## config.mk

```make
export PLATFORM = sky130hd
export DESIGN_NAME = pip_edge
export DESIGN_NICKNAME = d
export VERILOG_FILES = /design/src/rtl/point_in_polygon_test_top_assert.svh /design/src/rtl/pip_pkg.sv /design/src/rtl/pip_edge.sv
export SDC_FILE = /design/constraint.sdc
export NUM_CORES = 2
export LEC_CHECK = 0
export BUFFER_PORTS_ARGS = -buffer_cell sky130_fd_sc_hd__buf_2
export CAP_MARGIN = 30
export CORE_ASPECT_RATIO = 0.6
export CORE_MARGIN = 2
export CORE_UTILIZATION = 40
export DETAILED_ROUTE_END_ITERATION = 12
export GPL_TIMING_DRIVEN = 1
export HOLD_SLACK_MARGIN = 0.12
export PLACE_DENSITY = 0.61
export SLEW_MARGIN = 20
export SYNTH_ARGS = -nofsm -noshare
export SYNTH_HDL_FRONTEND = slang
export SYNTH_SLANG_ARGS = --single-unit
export TNS_END_PERCENT = 5
```

## constraint.sdc

```tcl
create_clock -name aclk -period 16.8 [get_ports aclk]
set_input_delay 0.84 -clock aclk [delete_from_list [all_inputs] [get_ports aclk]]
set_output_delay 0.84 -clock aclk [all_outputs]
set_load 0.02 [all_outputs]
```

## src/rtl/point_in_polygon_test_top_assert.svh

```systemverilog
// Assertion macros for the point-in-polygon RTL.
`ifndef POINT_IN_POLYGON_TEST_TOP_ASSERT_SVH
`define POINT_IN_POLYGON_TEST_TOP_ASSERT_SVH

// Condition a at an edge requires condition c at the same edge.
`define PIP_ASSERT_IMPLIES(label, clk, rstn, a, c, msg) \
    label: assert property (@(posedge clk) disable iff (!rstn) (a) |-> (c)) \
        else $error(msg);

// Condition a at an edge requires condition c at the next edge.
`define PIP_ASSERT_NEXT(label, clk, rstn, a, c, msg) \
    label: assert property (@(posedge clk) disable iff (!rstn) (a) |=> (c)) \
        else $error(msg);

// Condition a never holds.
`define PIP_ASSERT_NEVER(label, clk, rstn, a, msg) \
    label: assert property (@(posedge clk) disable iff (!rstn) !(a)) \
        else $error(msg);

`endif

```

## src/rtl/pip_pkg.sv

```systemverilog
// Shared constants, codes and control structs of the point-in-polygon block.
package pip_pkg;

    localparam int MAX_VERTICES_DEF = 256;
    localparam int COORD_BITS_DEF   = 16;

    // request codes
    localparam logic [1:0] REQ_CLEAR  = 2'd0;
    localparam logic [1:0] REQ_APPEND = 2'd1;
    localparam logic [1:0] REQ_QUERY  = 2'd2;

    // status codes
    localparam logic [1:0] STS_OK    = 2'd0;
    localparam logic [1:0] STS_FULL  = 2'd1;
    localparam logic [1:0] STS_EMPTY = 2'd2;

    typedef enum logic [1:0] {
        ST_IDLE,
        ST_WALK,
        ST_DRAIN,
        ST_DONE
    } pip_state_t;

    // sequencer to edge unit
    typedef struct packed {
        logic start;
        logic valid;
        logic last;
    } edge_ctl_t;

    // edge unit to sequencer
    typedef struct packed {
        logic done;
        logic odd;
    } edge_sts_t;

endpackage

```

## src/rtl/pip_edge.sv

```systemverilog
// Edge crossing unit: three-stage pipeline that counts ray crossings modulo two.
module pip_edge #(
    parameter int COORD_BITS = pip_pkg::COORD_BITS_DEF
) (
    input  logic                         aclk,
    input  logic                         aresetn,
    input  pip_pkg::edge_ctl_t           ctl,
    input  logic signed [COORD_BITS-1:0] ax,
    input  logic signed [COORD_BITS-1:0] ay,
    input  logic signed [COORD_BITS-1:0] bx,
    input  logic signed [COORD_BITS-1:0] by,
    input  logic signed [COORD_BITS-1:0] px,
    input  logic signed [COORD_BITS-1:0] py,
    output pip_pkg::edge_sts_t           sts
);

    localparam int DW = COORD_BITS + 1;
    localparam int PW = 2 * DW;

    // stage 1: span tests and differences of the upward-ordered edge
    logic                 swap;
    logic signed [COORD_BITS-1:0] lo_y, hi_y, hi_x, oax, oay, obx, oby;
    logic                 cond_next;
    logic signed [DW-1:0] dx1_next, dy_next, dyp_next, dx_next;

    logic                 e1_valid_reg, e1_last_reg, e1_cond_reg, e1_vert_reg;
    logic signed [DW-1:0] dx1_reg, dy_reg, dyp_reg, dx_reg;

    logic                 e2_valid_reg, e2_last_reg, e2_cond_reg, e2_vert_reg;
    logic signed [PW-1:0] prod_l_reg, prod_r_reg;
    logic signed [PW-1:0] prod_l_next, prod_r_next;

    logic hit;
    logic parity_reg, parity_next;
    logic done_reg;

    always_comb begin
        swap = ay > by;
        lo_y = swap ? by : ay;
        hi_y = swap ? ay : by;
        hi_x = (ax < bx) ? bx : ax;
        oax  = swap ? bx : ax;
        oay  = swap ? by : ay;
        obx  = swap ? ax : bx;
        oby  = swap ? ay : by;
        cond_next = (py > lo_y) && (py <= hi_y) && (px <= hi_x) && (ay != by);
        dx1_next  = DW'(px)  - DW'(oax);
        dy_next   = DW'(oby) - DW'(oay);
        dyp_next  = DW'(py)  - DW'(oay);
        dx_next   = DW'(obx) - DW'(oax);
    end

    always_ff @(posedge aclk) begin
        if (!aresetn) begin
            e1_valid_reg <= 1'b0;
        end else begin
            e1_valid_reg <= ctl.valid;
        end
        e1_last_reg <= ctl.last;
        e1_cond_reg <= cond_next;
        e1_vert_reg <= (ax == bx);
        dx1_reg     <= dx1_next;
        dy_reg      <= dy_next;
        dyp_reg     <= dyp_next;
        dx_reg      <= dx_next;
    end

    // stage 2: cross products
    assign prod_l_next = PW'(dx1_reg) * PW'(dy_reg);
    assign prod_r_next = PW'(dyp_reg) * PW'(dx_reg);

    always_ff @(posedge aclk) begin
        if (!aresetn) begin
            e2_valid_reg <= 1'b0;
        end else begin
            e2_valid_reg <= e1_valid_reg;
        end
        e2_last_reg <= e1_last_reg;
        e2_cond_reg <= e1_cond_reg;
        e2_vert_reg <= e1_vert_reg;
        prod_l_reg  <= prod_l_next;
        prod_r_reg  <= prod_r_next;
    end

    // stage 3: decide and fold into parity
    assign hit = e2_cond_reg && (e2_vert_reg || (prod_l_reg <= prod_r_reg));

    always_comb begin
        parity_next = parity_reg;
        if (ctl.start) begin
            parity_next = 1'b0;
        end else if (e2_valid_reg) begin
            parity_next = parity_reg ^ hit;
        end
    end

    always_ff @(posedge aclk) begin
        if (!aresetn) begin
            parity_reg <= 1'b0;
            done_reg   <= 1'b0;
        end else begin
            parity_reg <= parity_next;
            done_reg   <= e2_valid_reg && e2_last_reg;
        end
    end

    assign sts.done = done_reg;
    assign sts.odd  = parity_reg;

endmodule

```

==> qor.yml <==
grt-ovfl-total: 0
dieArea_um2: 79370
final_util: 0.4324
yosysMostFrequentCell: "inv_1"
top_layer: "met5"
hold_buffers: 0
first_pass_iters: 6
synth_area_um2: 30830
synth.largest_area_cell: "fa_1"
drc: 0
drive_above_1_share: 0.04636
critPathLaunchType: "flip-flop"
clock-root-buffer: "clkbuf_16"
netlist_instances: 3441
drv_cap: 0
cts_setup_buffers: 0
ios: 103
final_cell_area_um2: 32830
area_growth_pct: 6.502
dieHeight_um: 219.0
path_common_cell: "fa_1"
cp_data_arrival_time_ns: 7.46
cts_tree: "yes"
syn_nets: 4439
synthTopCellsByCount: "inv_1 (744), fa_1 (594), nand2_1 (331), ha_1 (303), and2_1 (294)"
regArea_um2: 2923
synth_ff_type: "dfxtp_1"
die_w_um: 362.4
critPathMaxFanout: 17
rows: 78
synthArstFlopShare: 0
cp_cell_sequence: "and2_1 > fa_1 > inv_1 > fa_1 > fa_1 > inv_1 > fa_1 > fa_1 > inv_1 > fa_1 > inv_1 > ha_1 > a21o_1 > a21o_1 > a21o_1 > a21o_1 > nand2_1 > a31oi_1 > o21ai_0 > a31oi_1 > a21o_1 > a21oi_1 > xnor2_1"
tightest_slew_ns: 1.008
rsz0062_at_grt: "no"
fillers: 7543
portBuffers: 102
wl_per_cell_um: 20.20
htreeDepth: 4
synth_edf_count: 0
slowest_delay_ns: 0.91
final.setup_skew_ns: 0.01249
avgSynthCellArea_um2: 8.958
crit_start: "dx1_reg[8]"
period_needed_ns: 7.167
layout.nets: 4459
multiInputGateArea_um2: 24680
clk_pin_slew_ns: 0.06
cp_slowest_cell: "dfxtp_1"
place_congestion: 0.9735
vias: 22990
cp_num_buf_inv: 4
maxSlewHeadroom: 0.3279
cts_buffers: 17
synth-seq-cells: 146
grt_usage: 0.2372
grt_start_max_net_pins: 75
viasPerCell: 5.120
crit_family: "adder cells"
place_area_um2: 32200
fmax_ghz: 0.1395
wl_met1_mm: 45.97
ctsLongestPathBuffers: 2
yosysUniqueCellTypes: 86
routed-wl-met3_mm: 12.93
hold_violations: 0
wl_met2_mm: 30.74
clock_sinks: 146
finalSetupViolCount: 0
hold_class: "flip-flop to flip-flop"
status: "finished clean"
fin_crit_sh: 0.4266
coreArea_um2: 75930
grt_pass1_vias: 23070
yosysSeqAreaShare: 0.09482
start_util: 0.4060
grt_pass1_wl_mm: 141.1
r2r-start: "dx1_reg[8]"
criticalPathCategory: "flip-flop to flip-flop"
finalSetupTns_ns: 0
drv_slew: 0
antenna_found_initial: 34
drt_iter0_drc: 2009
crit_required_ns: 17.09
ant_nets: 0
end_kind: "flip-flop"
yosysWarnings: 0
routed_wl_mm: 90.68
synth_top_area_frac: 0.3858
hp-start: "e1_last_reg"
cts_resized: 0
netlist_top_cells_area: "fa_1 (39%), ha_1 (12%), dfxtp_1 (9.5%)"
post-dp-hpwl_mm: 77.60
worstSkewPairLatency_ns: 0.48
through the flow:
step           hold slack (ns)  setup slack (ns)  instances
3_3_place_gp            0.3209             9.805       4441
6_report                0.3334             9.633       4490
2_1_floorplan           0.3096             10.53       3441
4_1_cts                 0.3393             9.799       4472
3_5_place_dp            0.3180             9.837       4441
5_1_grt                 0.3430             9.311       4476
layer usage:
metal / GRT usage / vias to the layer above
li1: - / 10700
met1: 0.3766 / 11300
met2: 0.2820 / 901
met3: 0.1132 / 66
met4: 0.03167 / 24
met5: 0.01961 / -
worst paths after layout:
check	cells past startpoint	end	slack, ns
worst max-delay path	23	prod_l_reg[26]	9.63
worst min-delay path	0	e2_last_reg	0.33
worst max register to register	23	prod_l_reg[26]	9.63
worst min register to register	0	e2_last_reg	0.33
cells in the final DEF (no fill, tap or decap), types with 50 or more instances in the layout:
| master | count |
|---|---|
| a21oi_1 | 126 |
| nor2_1 | 156 |
| ha_1 | 303 |
| and2_1 | 294 |
| nand2_1 | 330 |
| buf_2 | 102 |
| xnor2_1 | 90 |
| a21o_1 | 50 |
| inv_1 | 744 |
| dfxtp_1 | 146 |
| o21ai_0 | 71 |
| fa_1 | 594 |
logic make-up after synthesis:
family / after synthesis / share of synthesized area
DFF: 146 / 0.09482
and+or+nand+nor: 981 / 0.1593
muxes: 21 / 0.006900
buffers and inverters: 852 / 0.1050
AOI/OAI and AO/OA: 432 / 0.09336
adders and majority gates: 897 / 0.5087
xor gates and xnor gates: 112 / 0.03182
layout make-up:
cell class,count,share of cell area
Multi-Input combinational cell,2443,0.7519
Sequential cell,146,0.08903
Inverter,746,0.08529
Tap cell,1000,0.03811
Timing Repair Buffer,107,0.01669
Clock buffer,18,0.01307
Clock inverter,13,0.004650
Antenna cell,17,0.001296
worst register-to-register path, delay by kind of cell (launching register included):
| family | cells | cell delay [ns] |
|---|---|---|
| AOI/OAI and AO/OA | 9 | 1.67 |
| xor gates and xnor gates | 1 | 0.60 |
| adders and majority gates | 7 | 3.21 |
| DFF | 1 | 0.91 |
| and+or+nand+nor | 2 | 0.36 |
| buffers and inverters | 4 | 0.23 |
Power is left out: the tool's default activity adds up to more than one toggle a clock period on the data nets, which glitch-free logic cannot reach.
